<file path="src/rtl/btha_pkg.sv">
// Package for the block table heap allocator: word types, table entry,
// controller states and codes. No dependencies.
package btha_pkg;

    localparam logic       KIND_ALLOC = 1'b0;
    localparam logic       KIND_FREE  = 1'b1;

    localparam logic       STATUS_OK    = 1'b0;
    localparam logic       STATUS_NOMEM = 1'b1;

    localparam logic [0:0] CFG_BASE_ADDRESS  = 1'b0;
    localparam logic [0:0] CFG_BLOCKS_IN_USE = 1'b1;

    localparam logic [31:0] BASE_ADDRESS_RST  = 32'h0100_0000;
    localparam logic [10:0] BLOCKS_IN_USE_RST = 11'd1024;

    typedef struct packed {
        logic        kind;
        logic [31:0] size_bytes;
        logic [31:0] release_address;
    } t_in_word;

    typedef struct packed {
        logic [31:0] granted_address;
        logic        status;
    } t_out_word;

    // one table entry
    typedef struct packed {
        logic has_next;
        logic first;
        logic taken;
    } t_entry;

    typedef enum logic [3:0] {
        ST_CLEAR,
        ST_IDLE,
        ST_DIV,
        ST_CHECK,
        ST_SCAN,
        ST_MARK,
        ST_ADDR,
        ST_FREE,
        ST_RESP
    } t_state;

endpackage

</file>
<file path="src/rtl/btha_div.sv">
// Division by a constant divisor: reciprocal multiply, saturated at a limit.
// Start loads the operands, then the product and done are registered. Depends on nothing.
module btha_div #(
    parameter int DIVISOR = 4096,
    parameter int MAX_Q   = 1025,
    parameter int LW      = 11
) (
    input  logic          i_clk,
    input  logic          i_rst_n,
    input  logic          i_start,
    input  logic [32:0]   i_dividend,
    input  logic [LW-1:0] i_limit,
    output logic          o_done,
    output logic [32:0]   o_quotient
);

    // below limit * DIVISOR the dividend fits N bits; with K = N + ceil(log2 DIVISOR)
    // and RECIP = ceil(2^K / DIVISOR) the product shifted by K is the exact floor
    localparam int N  = $clog2(longint'(MAX_Q) * longint'(DIVISOR));
    localparam int L  = $clog2(DIVISOR);
    localparam int K  = N + L;
    localparam int MW = N + 1;
    localparam int PW = N + MW;
    localparam logic [MW-1:0] RECIP =
        MW'(((64'd1 << K) + 64'(DIVISOR) - 64'd1) / 64'(DIVISOR));
    localparam logic [33:0]   DIV_K = 34'(DIVISOR);

    logic [32:0]   r_x;
    logic [LW-1:0] r_lim;
    logic          r_step;
    logic          r_done;
    logic          r_over;
    logic [PW-1:0] r_prod;
    logic [33:0]   w_cap;

    assign w_cap = 34'(r_lim) * DIV_K;

    always_ff @(posedge i_clk) begin
        if (!i_rst_n) begin
            r_step <= 1'b0;
            r_done <= 1'b0;
        end else begin
            r_step <= i_start;
            r_done <= r_step;
        end
    end

    always_ff @(posedge i_clk) begin
        if (i_start) begin
            r_x   <= i_dividend;
            r_lim <= i_limit;
        end
        if (r_step) begin
            r_over <= ({1'b0, r_x} >= w_cap);
            r_prod <= PW'(r_x[N-1:0]) * PW'(RECIP);
        end
    end

    // at or above the cap the quotient saturates at the limit
    assign o_done     = r_done;
    assign o_quotient = r_over ? 33'(r_lim) : 33'(r_prod >> K);

endmodule

</file>
<file path="src/rtl/btha_table_mem.sv">
// Block table storage: one write port, one read port, registered read data.
// Depends on btha_pkg.
module btha_table_mem #(
    parameter int DEPTH = 1024,
    parameter int IW    = 10
) (
    input  logic              i_clk,
    input  logic              i_we,
    input  logic [IW-1:0]     i_waddr,
    input  btha_pkg::t_entry  i_wdata,
    input  logic [IW-1:0]     i_raddr,
    output btha_pkg::t_entry  o_rdata
);

    btha_pkg::t_entry r_mem [DEPTH];
    btha_pkg::t_entry r_rdata;

    always_ff @(posedge i_clk) begin
        if (i_we) begin
            r_mem[i_waddr] <= i_wdata;
        end
        r_rdata <= r_mem[i_raddr];
    end

    assign o_rdata = r_rdata;

endmodule

</file>
<file path="src/rtl/block_table_heap_allocator.sv">
// First-fit block allocator, one word at a time. Allocate: divide, check, scan, mark,
// form the address, answer; zero or oversize fails at the check, a scan reaching the pool
// end short of a run fails too. Free: divide, clear along the has-next chain, answer; an
// index past the pool is ignored. A stalled result holds the controller at the next
// answer. Reset: synchronous, active low, then a clearing pass over all entries, input
// ready low (config writes are taken). Depends on btha_pkg, btha_div, btha_table_mem.
module block_table_heap_allocator #(
    parameter int MAX_BLOCKS = 1024,
    parameter int BLOCK_SIZE = 4096
) (
    input  logic                i_clk,
    input  logic                i_rst_n,
    input  logic                i_in_valid,
    output logic                o_in_ready,
    input  btha_pkg::t_in_word  i_in_word,
    output logic                o_out_valid,
    input  logic                i_out_ready,
    output btha_pkg::t_out_word o_out_word,
    input  logic                i_cfg_we,
    input  logic [0:0]          i_cfg_idx,
    input  logic [31:0]         i_cfg_wdata
);

    // IW indexes the table, CW counts up to MAX_BLOCKS, LW up to MAX_BLOCKS + 1
    localparam int IW = (MAX_BLOCKS > 1) ? $clog2(MAX_BLOCKS) : 1;
    localparam int CW = $clog2(MAX_BLOCKS + 1);
    localparam int LW = $clog2(MAX_BLOCKS + 2);
    localparam logic [IW-1:0] LAST_IDX   = IW'(MAX_BLOCKS - 1);
    localparam logic [31:0]   BS_W       = 32'(BLOCK_SIZE);
    localparam logic [32:0]   BS_ROUND   = 33'(BLOCK_SIZE - 1);
    localparam logic [31:0]   MAXB_W     = 32'(MAX_BLOCKS);

    // configuration registers
    logic [31:0] r_base;
    logic [10:0] r_blocks;

    // controller
    btha_pkg::t_state    r_state, n_state;
    logic                r_kind;
    logic [IW-1:0]       r_chk, n_chk;
    logic [IW-1:0]       r_start, n_start;
    logic [CW-1:0]       r_run, n_run;
    logic [CW-1:0]       r_need, n_need;
    logic [CW-1:0]       r_wk, n_wk;
    logic [31:0]         r_prod;
    btha_pkg::t_out_word r_res, n_res;
    logic                r_out_valid;
    btha_pkg::t_out_word r_out;

    // datapath wires
    logic [CW-1:0]    w_total;
    logic [32:0]      w_total_q;
    logic [LW-1:0]    w_limit;
    logic             w_accept;
    logic             w_div_done;
    logic [32:0]      w_quot;
    logic [32:0]      w_dividend;
    logic             w_we;
    logic [IW-1:0]    w_waddr;
    logic [IW-1:0]    w_raddr;
    btha_pkg::t_entry w_wdata;
    btha_pkg::t_entry w_rdata;
    logic [CW-1:0]    w_chk_nx;
    logic             w_load_out;

    // pool size = min(blocks_in_use, MAX_BLOCKS)
    assign w_total   = ({21'b0, r_blocks} > MAXB_W) ? CW'(MAX_BLOCKS) : CW'(r_blocks);
    assign w_total_q = 33'(w_total);
    // quotient saturates one past the pool: refused allocation, ignored free
    assign w_limit   = LW'(w_total) + LW'(1);
    assign w_chk_nx  = CW'(r_chk) + CW'(1);

    assign w_accept   = i_in_valid && o_in_ready;
    assign o_in_ready = (r_state == btha_pkg::ST_IDLE);

    // alloc: ceil(size / BLOCK_SIZE); free: (addr - base) / BLOCK_SIZE
    assign w_dividend = (i_in_word.kind == btha_pkg::KIND_ALLOC)
                      ? ({1'b0, i_in_word.size_bytes} + BS_ROUND)
                      : {1'b0, i_in_word.release_address - r_base};

    btha_div #(
        .DIVISOR (BLOCK_SIZE),
        .MAX_Q   (MAX_BLOCKS + 1),
        .LW      (LW)
    ) u_div (
        .i_clk      (i_clk),
        .i_rst_n    (i_rst_n),
        .i_start    (w_accept),
        .i_dividend (w_dividend),
        .i_limit    (w_limit),
        .o_done     (w_div_done),
        .o_quotient (w_quot)
    );

    btha_table_mem #(
        .DEPTH (MAX_BLOCKS),
        .IW    (IW)
    ) u_mem (
        .i_clk   (i_clk),
        .i_we    (w_we),
        .i_waddr (w_waddr),
        .i_wdata (w_wdata),
        .i_raddr (w_raddr),
        .o_rdata (w_rdata)
    );

    // configuration writes
    always_ff @(posedge i_clk) begin
        if (!i_rst_n) begin
            r_base   <= btha_pkg::BASE_ADDRESS_RST;
            r_blocks <= btha_pkg::BLOCKS_IN_USE_RST;
        end else if (i_cfg_we) begin
            unique case (i_cfg_idx)
                btha_pkg::CFG_BASE_ADDRESS:  r_base   <= i_cfg_wdata;
                btha_pkg::CFG_BLOCKS_IN_USE: r_blocks <= i_cfg_wdata[10:0];
                default: ;
            endcase
        end
    end

    // state and control registers
    always_ff @(posedge i_clk) begin
        if (!i_rst_n) begin
            r_state <= btha_pkg::ST_CLEAR;
            r_chk   <= '0;
        end else begin
            r_state <= n_state;
            r_chk   <= n_chk;
        end
    end

    // payload registers
    always_ff @(posedge i_clk) begin
        if (w_accept) begin
            r_kind <= i_in_word.kind;
        end
        r_start <= n_start;
        r_run   <= n_run;
        r_need  <= n_need;
        r_wk    <= n_wk;
        r_res   <= n_res;
        // byte offset of the run; stable by the time ST_ADDR uses it
        r_prod  <= 32'(32'(r_start) * BS_W);
    end

    // output register: a finished result waits here while the next word comes in
    assign w_load_out = (r_state == btha_pkg::ST_RESP) && (!r_out_valid || i_out_ready);

    always_ff @(posedge i_clk) begin
        if (!i_rst_n) begin
            r_out_valid <= 1'b0;
        end else if (w_load_out) begin
            r_out_valid <= 1'b1;
        end else if (i_out_ready) begin
            r_out_valid <= 1'b0;
        end
    end

    always_ff @(posedge i_clk) begin
        if (w_load_out) begin
            r_out <= r_res;
        end
    end

    assign o_out_valid = r_out_valid;
    assign o_out_word  = r_out;

    // next state, table port control
    always_comb begin
        n_state = r_state;
        n_chk   = r_chk;
        n_start = r_start;
        n_run   = r_run;
        n_need  = r_need;
        n_wk    = r_wk;
        n_res   = r_res;
        w_we    = 1'b0;
        w_waddr = r_chk;
        w_wdata = '0;
        // read one ahead of the entry under test
        w_raddr = IW'(w_chk_nx);

        unique case (r_state)
            btha_pkg::ST_CLEAR: begin
                w_we    = 1'b1;
                w_waddr = r_chk;
                n_chk   = IW'(w_chk_nx);
                if (r_chk == LAST_IDX) begin
                    n_chk   = '0;
                    n_state = btha_pkg::ST_IDLE;
                end
            end

            btha_pkg::ST_IDLE: begin
                if (w_accept) begin
                    n_state = btha_pkg::ST_DIV;
                end
            end

            btha_pkg::ST_DIV: begin
                w_raddr = w_quot[IW-1:0];
                if (w_div_done) begin
                    if (r_kind == btha_pkg::KIND_ALLOC) begin
                        n_state = btha_pkg::ST_CHECK;
                    end else if (w_quot >= w_total_q) begin
                        // index past the pool: ignored
                        n_res   = '{granted_address: '0, status: btha_pkg::STATUS_OK};
                        n_state = btha_pkg::ST_RESP;
                    end else begin
                        n_chk   = w_quot[IW-1:0];
                        n_state = btha_pkg::ST_FREE;
                    end
                end
            end

            btha_pkg::ST_CHECK: begin
                w_raddr = '0;
                if ((w_quot == '0) || (w_quot > w_total_q)) begin
                    n_res   = '{granted_address: '0, status: btha_pkg::STATUS_NOMEM};
                    n_state = btha_pkg::ST_RESP;
                end else begin
                    n_need  = w_quot[CW-1:0];
                    n_chk   = '0;
                    n_run   = '0;
                    n_state = btha_pkg::ST_SCAN;
                end
            end

            btha_pkg::ST_SCAN: begin
                // w_rdata holds entry r_chk
                if (w_rdata.taken) begin
                    n_run = '0;
                end else begin
                    if (r_run == '0) begin
                        n_start = r_chk;
                    end
                    n_run = r_run + CW'(1);
                end
                if (!w_rdata.taken && ((r_run + CW'(1)) == r_need)) begin
                    n_wk    = '0;
                    n_state = btha_pkg::ST_MARK;
                end else if (w_chk_nx == w_total) begin
                    // end of pool without a full run
                    n_res   = '{granted_address: '0, status: btha_pkg::STATUS_NOMEM};
                    n_state = btha_pkg::ST_RESP;
                end else begin
                    n_chk = IW'(w_chk_nx);
                end
            end

            btha_pkg::ST_MARK: begin
                w_we             = 1'b1;
                w_waddr          = r_start + IW'(r_wk);
                w_wdata.taken    = 1'b1;
                w_wdata.first    = (r_wk == '0);
                w_wdata.has_next = ((r_wk + CW'(1)) < r_need);
                n_wk             = r_wk + CW'(1);
                if ((r_wk + CW'(1)) == r_need) begin
                    n_state = btha_pkg::ST_ADDR;
                end
            end

            btha_pkg::ST_ADDR: begin
                n_res   = '{granted_address: r_base + r_prod, status: btha_pkg::STATUS_OK};
                n_state = btha_pkg::ST_RESP;
            end

            btha_pkg::ST_FREE: begin
                // clear entry r_chk, follow has-next; next entry already being read
                w_we    = 1'b1;
                w_waddr = r_chk;
                if (w_rdata.has_next && (w_chk_nx < w_total)) begin
                    n_chk = IW'(w_chk_nx);
                end else begin
                    n_res   = '{granted_address: '0, status: btha_pkg::STATUS_OK};
                    n_state = btha_pkg::ST_RESP;
                end
            end

            btha_pkg::ST_RESP: begin
                if (w_load_out) begin
                    n_chk   = '0;
                    n_state = btha_pkg::ST_IDLE;
                end
            end

            default: begin
                n_state = btha_pkg::ST_IDLE;
            end
        endcase
    end

endmodule

</file>
<file path="config.mk">
export PLATFORM = sky130hd
export DESIGN_NAME = block_table_heap_allocator
export DESIGN_NICKNAME = d
export VERILOG_FILES = /design/src/rtl/btha_pkg.sv /design/src/rtl/btha_div.sv /design/src/rtl/btha_table_mem.sv /design/src/rtl/block_table_heap_allocator.sv
export SDC_FILE = /design/constraint.sdc
export NUM_CORES = 2
export LEC_CHECK = 0
export ABC_AREA = 1
export ABC_CLOCK_PERIOD_IN_PS = 338800
export BUFFER_PORTS_ARGS = -buffer_cell sky130_fd_sc_hd__clkbuf_2
export CAP_MARGIN = 20
export CORE_MARGIN = 2
export CORE_UTILIZATION = 35
export DETAILED_ROUTE_END_ITERATION = 16
export PLACE_DENSITY_LB_ADDON = 0.08
export SYNTH_ARGS = -nofsm -noshare
export SYNTH_HDL_FRONTEND = slang
export SYNTH_SLANG_ARGS = --single-unit
</file>
<file path="constraint.sdc">
create_clock -name i_clk -period 338.8 [get_ports i_clk]
set_input_delay 16.94 -clock i_clk [delete_from_list [all_inputs] [get_ports i_clk]]
set_output_delay 16.94 -clock i_clk [all_outputs]
set_load 0.02 [all_outputs]
</file>
Word-level counts from Yosys, hierarchy flattened:

Memories as Yosys holds them, arrays and structs flattened. A register that Yosys moved wholly into a read port is not among the register bits.
Cells that the tools add are included.
Widths: inputs -> output; s select.

* flip-flop bits (word level): 248
* memory bits (writable): 3072
* bits of input ports: 103
* output and inout bits: 35
* logic and storage cells: 142
* memories kept: 1

Memory list
* u_mem.r_mem: depth 1024, width 3, rd ports 1, clocked after Yosys merged registers in 1, write ports 1, RTL line btha_table_mem.sv:15 `btha_pkg::t_entry r_mem [DEPTH];`

* add/subtract/negate cells: 8
* order comparisons: 6
* eq/ne operators: 29
* muxes and demuxes: 46
* bitwise operators: 3
* reductions and logical operators: 27

Operator list (count)
* $mux 33: 7
* $pmux 33 s5: 1
* $mux 10: 10
* $pmux 10 s6: 1
* $mux 11: 5
* $mux 4: 11
* $pmux 11 s2: 2
* $pmux 4 s9: 1
* $add 11x1->11 const B: 3
* $add 32x12->33 const B: 1
* $eq 11x11->1: 3
* $ge 33x11->1: 1
* $ge 33x23->1: 1
* $gt 33x11->1: 1
* $logic_not 33->1: 1
* $add 32x22->32: 1
* $mux 32: 1
* $sub 32x32->32: 1
* $ne 2x2->1 const B: 14
* $logic_not 11->1: 2
* $lt 11x11->1: 2
* $pmux 10 s2: 1
* $eq 4x3->1 const B: 4
* $add 10x1->11 const B: 1
* 24 further kinds: 43

Logic depth before layout (Yosys ltp):

* depth after elaboration: 7
* mapped depth: 25
* gate-level depth less buffers: 24

Modules after synthesis:

A second synthesis with hierarchy kept.

* cells, all modules: 13139
* area, all modules: 143168.6 um^2

By module, submodules not included
* btha_table_mem: times used 1, cells an instance 11278, area each 128276.8 um^2, sequential area each 92308.5 um^2
* block_table_heap_allocator: times used 1, cells an instance 1672, area each 12433.2 um^2, sequential area each 4664.5 um^2
* btha_div: times used 1, cells an instance 189, area each 2458.6 um^2, sequential area each 1721.7 um^2

Least setup slack after synthesis:

Ideal clock, no wire load.

* path type: reg-to-reg
* start point: register r_state[1]
* end point: memory u_mem.r_mem[0][2] (netlist bit), data pin
* setup time: 17.213 ns
* arrival: 93.554 ns
* data required time: 321.587 ns
* slack: 228.033 ns
* cell stages (with the launch flop): 8
* buffers on the path: 2
* period minus slack after synthesis: 110.767 ns
* cell sequence: dfxtp_1 > buf_2 > nor2_1 > inv_2 > nor2_8 > inv_2 > buf_2 > a2111oi_0

RTL lines
* start: declaration: RTL line block_table_heap_allocator.sv:38 `btha_pkg::t_state r_state, n_state;`
* start signal: assignment: RTL line block_table_heap_allocator.sv:124 `r_state <= btha_pkg::ST_CLEAR;`
* start signal: assignment: RTL line block_table_heap_allocator.sv:127 `r_state <= n_state;`
* end: declaration: RTL line btha_table_mem.sv:15

Final worst setup path:

* start point: input port i_in_word[2] (netlist bit)
* end point: register u_div.r_x[31], data pin

* cells in the longest elaborated chain, start to end: 2

Ends and longest elaborated chain
* start: declaration: RTL line block_table_heap_allocator.sv:15 `input btha_pkg::t_in_word i_in_word,`
* $sub 32x32->32: RTL line block_table_heap_allocator.sv:79 `: {1'b0, i_in_word.release_address - r_base};`
* $mux 32: RTL line block_table_heap_allocator.sv:78 `? ({1'b0, i_in_word.size_bytes} + BS_ROUND)`
* via u_div.i_dividend[31]: RTL line btha_div.sv:11 `input logic [32:0] i_dividend,`
* end signal: assignment: RTL line btha_div.sv:50 `r_x <= i_dividend;`
* end: declaration: RTL line btha_div.sv:28 `logic [32:0] r_x;`

The timed path passes the listed nets, and every way through them passes these cells.
A chain may end at the register's enable or synchronous reset.

==> results.txt <==
- The flow ran to the end, and the final reports show no timing, DRC or antenna violations.
- Detailed placement ended at an HPWL of ~200 mm.
- By instance count, the leading cell after synthesis is sky130_fd_sc_hd__nand2_1.
* Starting utilization of the core area: about a third
* Layer with the highest usage after global routing: met2
- Routed length per instance: ~25 µm
- Netlist area before placement: 104300 µm²
- Horizontal die dimension: 550.0 µm
* Number of nets in the layout: 10360
- Final core utilization: between 30 and 40%
* H-tree depth: 5
* Number of gates given a new drive strength after cts: 0
- In this run, distinct cell masters in the synthesized netlist total 56.
- Wires add up to 354.0 mm.
- Global routing consumed, on the met1 layer, 32.27% of the routing resources.
- Peak supply drop: 6.812 µV
* Element type at the critical path end: flop
* Element type at the critical path start: input port
- Worst-skew pair later-pin latency: 890 ps
- Max-slew violation count: 0
- Share of the synthesized area in the top cell type: 63.73%
* Clock transition time at the flip-flop clock pins of the worst setup and hold paths: 60 ps
* Highest fanout seen on the critical path: 4
- The final number of hold-violating endpoints is 0.
* Synth Warn #: 0
- In this run the clock root is driven by a sky130_fd_sc_hd__clkbuf_16.
- Max-slew headroom: 19.22%
- Yosys mapped a number of flops with a built-in enable equal to 2214.
- Synth async-reset ratio: 0%
- The die is around 550 µm tall.
* Worst min-delay path category: reg -> reg
* Global-route wire length before repair: roughly 510 mm
* Area leader, netlist: sky130_fd_sc_hd__edfxtp_1
- Summed over all cells, the static leakage comes to 0.04257 µW.
- Total clock buffers created by CTS: roughly 270
- Ranked by instance count, the synthesized netlist is headed by sky130_fd_sc_hd__nand2_1, sky130_fd_sc_hd__edfxtp_1, sky130_fd_sc_hd__nand3_1.
- Synthesized Nets: 10520
- Hold repair after CTS inserted 0 buffers.
- After the first detailed-routing iteration, the DRC count stood at 6712.
- After detailed placement, the total cell area comes to 108400 µm².
* Data required time at the worst endpoint: approximately 340000 ps
* Number of global-route vias before repair: 74200
- Overflow left after global routing: 0
* Count of standard-cell rows: 200
* Pwr Total: 779.4 µW
- After synthesis, the cell types taking the most area are sky130_fd_sc_hd__edfxtp_1, sky130_fd_sc_hd__nand2_1, sky130_fd_sc_hd__nand3_1.
- For this run, the register share of the synthesized area comes to 65.11%.
- Syn Area/Cell: 10.11 µm²
* Gate Count Post-Synth: 10320
* Total negative slack: 0 ps
- In this run the deepest clock path goes through 4 buffers.
- Setup repair after global routing left no endpoint under its margin.
- Antenna violations before repair: 17
- The final critical path takes up 5.694% of the cycle.
- Counting I/O delays and the setup requirement, the final critical path takes 19290 ps.
- For this run, the top clock speed supported by timing is about 0.052 GHz.
* Area enclosed by the die boundary: 302400 µm²
- Worst-case clock skew: 42.20 ps
- Clock tree synthesis found a total of 2286 sinks.
* Setup violation total in the final timing report: 0
- The critical path is of the in -> reg type.
- Counting the fill cells in the layout gives around 30000.
- At the pin with the least slew margin, the transition time is 1212 ps.
* Met3 capacity usage during global routing: 2.851%
- Post-route DRC violation count: 0
- Detailed Routing Iterations Pass 1: 6
- Max-cap violations in this run came to 0.
* Final Instance Area: 116800 µm²
- P&R area growth vs syn: 11.93%
- Synthesis inferred between 2000 and 2500 register bits.
- Vias per Instance: 5.271
* Most instantiated flip-flop cell in the synthesis netlist: sky130_fd_sc_hd__edfxtp_1
* Fraction of met2 tracks used by global routing: 37.97%
- Pin placement for this block handled 138 I/O pins.
- Across every metal layer, demand over resource in global routing totals 23.08%.
* Arrival time at the worst endpoint: around 20000 ps
* CTS tree: yes
* Pin count of the biggest net entering global routing: 209
* Post CTS Setup Buffer Count: 0
* Layout cell share with drive strength beyond 1: 7.147%
- RePlAce Congestion: about 0.82
- Count of buffers from port buffering: 137
- Dividing total power by cell area gives a power density of 6.675 nW/µm².
- Number of antenna-violating nets in the routed design: 0
- The floorplan step defined a core boundary enclosing a little under 300000 µm².
* Via total after detailed routing: 75370
## metrics by stage
stage	worst slack (ps)	hold slack, ps	std cells
2_1_floorplan	228030	354.6	10320
3_3_place_gp	318610	417.8	13820
3_5_place_dp	318610	408.0	13820
4_1_cts	319550	421.4	14290
5_1_grt	319210	424.5	14290
6_report	319510	421.1	14300
## flip-flops by register name (all words and copies together), names as in the netlist, 32 cells and up
signal / flops
u_mem.r_mem: 2048
o_out_word: 33
r_res: 33
u_div.r_x: 33
r_base: 32
## routing by layer
metal	vias to the layer above	part of all wire, %
met5	-	0.0062
met3	469	4.9
li1	35160	-
met1	37850	45
met2	1883	47
met4	4	2.6
## layout by cell type, fill, tap and decap left out, types with 9 or more instances in the layout
| master | n |
|---|---|
| sky130_fd_sc_hd__nand2_1 | 2534 |
| sky130_fd_sc_hd__edfxtp_1 | 2214 |
| sky130_fd_sc_hd__nand3_1 | 1760 |
| sky130_fd_sc_hd__nor2_1 | 1229 |
| sky130_fd_sc_hd__inv_1 | 671 |
| sky130_fd_sc_hd__o211ai_1 | 348 |
| sky130_fd_sc_hd__clkbuf_16 | 281 |
| sky130_fd_sc_hd__a21oi_1 | 196 |
| sky130_fd_sc_hd__o21ai_0 | 171 |
| sky130_fd_sc_hd__buf_4 | 154 |
| sky130_fd_sc_hd__clkbuf_2 | 137 |
| sky130_fd_sc_hd__ha_1 | 96 |
| sky130_fd_sc_hd__dfxtp_1 | 72 |
| sky130_fd_sc_hd__clkbuf_1 | 67 |
| sky130_fd_sc_hd__clkinv_1 | 56 |
| sky130_fd_sc_hd__xor2_1 | 42 |
| sky130_fd_sc_hd__nand2_4 | 32 |
| sky130_fd_sc_hd__nor3_1 | 31 |
| sky130_fd_sc_hd__clkinv_2 | 31 |
| sky130_fd_sc_hd__nand4_1 | 25 |
| sky130_fd_sc_hd__nand3b_1 | 20 |
| sky130_fd_sc_hd__buf_12 | 15 |
| sky130_fd_sc_hd__xnor2_1 | 13 |
| sky130_fd_sc_hd__nor4_1 | 10 |
| sky130_fd_sc_hd__inv_6 | 9 |
| sky130_fd_sc_hd__a31oi_1 | 9 |
| sky130_fd_sc_hd__bufinv_16 | 9 |
## final cells by class
cell class | count | area [µm²] | area share (%)
antenna | 5 | 12.51 | 0.01072
clock buffer | 356 | 7393 | 6.332
clock inverter | 115 | 918.4 | 0.7865
inverter | 684 | 2582 | 2.212
tap | 3939 | 4928 | 4.221
multi-input combinational | 6605 | 30860 | 26.42
sequential | 2286 | 67930 | 58.17
timing repair buffer | 308 | 2152 | 1.843
## report_power, final
group	switching (µW)	total [µW]	internal [µW]
combinational	137	191	54.4
clock	119	280	161
sequential	1.22	308	307
## cell families after synthesis
| kind of cell | after synthesis | share of synthesized area [%] |
|---|---|---|
| compound gates | 772 | 4.650 |
| mux | 1 | 0.009595 |
| xor+xnor | 55 | 0.4618 |
| simple gates | 5678 | 22.92 |
| flops | 2286 | 65.11 |
| buf+inv | 1425 | 5.638 |
| fa+ha+maj | 99 | 1.209 |
## path summary, 6_finish.rpt
kind | cells past startpoint | to | slack [ps] | from
min reg2reg | 0 | o_out_word[13]$_DFFE_PP_ | 420 | r_res[13]$_DFFE_PP_
max reg2reg | 19 | u_mem.o_rdata[0]$_DFF_P_ | 331470 | u_div.r_over$_DFFE_PP_
max | 16 | u_div.r_x[31]$_DFFE_PP_ | 319510 | i_in_word[2]
min | 0 | o_out_word[13]$_DFFE_PP_ | 420 | r_res[13]$_DFFE_PP_
## critical path, stage by stage
cell and delay [ps]:
sky130_fd_sc_hd__clkbuf_2 90, sky130_fd_sc_hd__ha_1 340, sky130_fd_sc_hd__nand3b_1 90, sky130_fd_sc_hd__nand2_1 100
sky130_fd_sc_hd__inv_1 40, sky130_fd_sc_hd__o21ai_0 480, sky130_fd_sc_hd__inv_1 140, sky130_fd_sc_hd__o21ai_0 600
sky130_fd_sc_hd__nand3_1 150, sky130_fd_sc_hd__nand3_1 250, sky130_fd_sc_hd__nand2_1 80, sky130_fd_sc_hd__o211ai_1 160
sky130_fd_sc_hd__a21oi_1 190, sky130_fd_sc_hd__nand2_1 100, sky130_fd_sc_hd__nand2_1 50, sky130_fd_sc_hd__o21ai_0 190
Note: power is estimated with default switching activity, not from simulation.
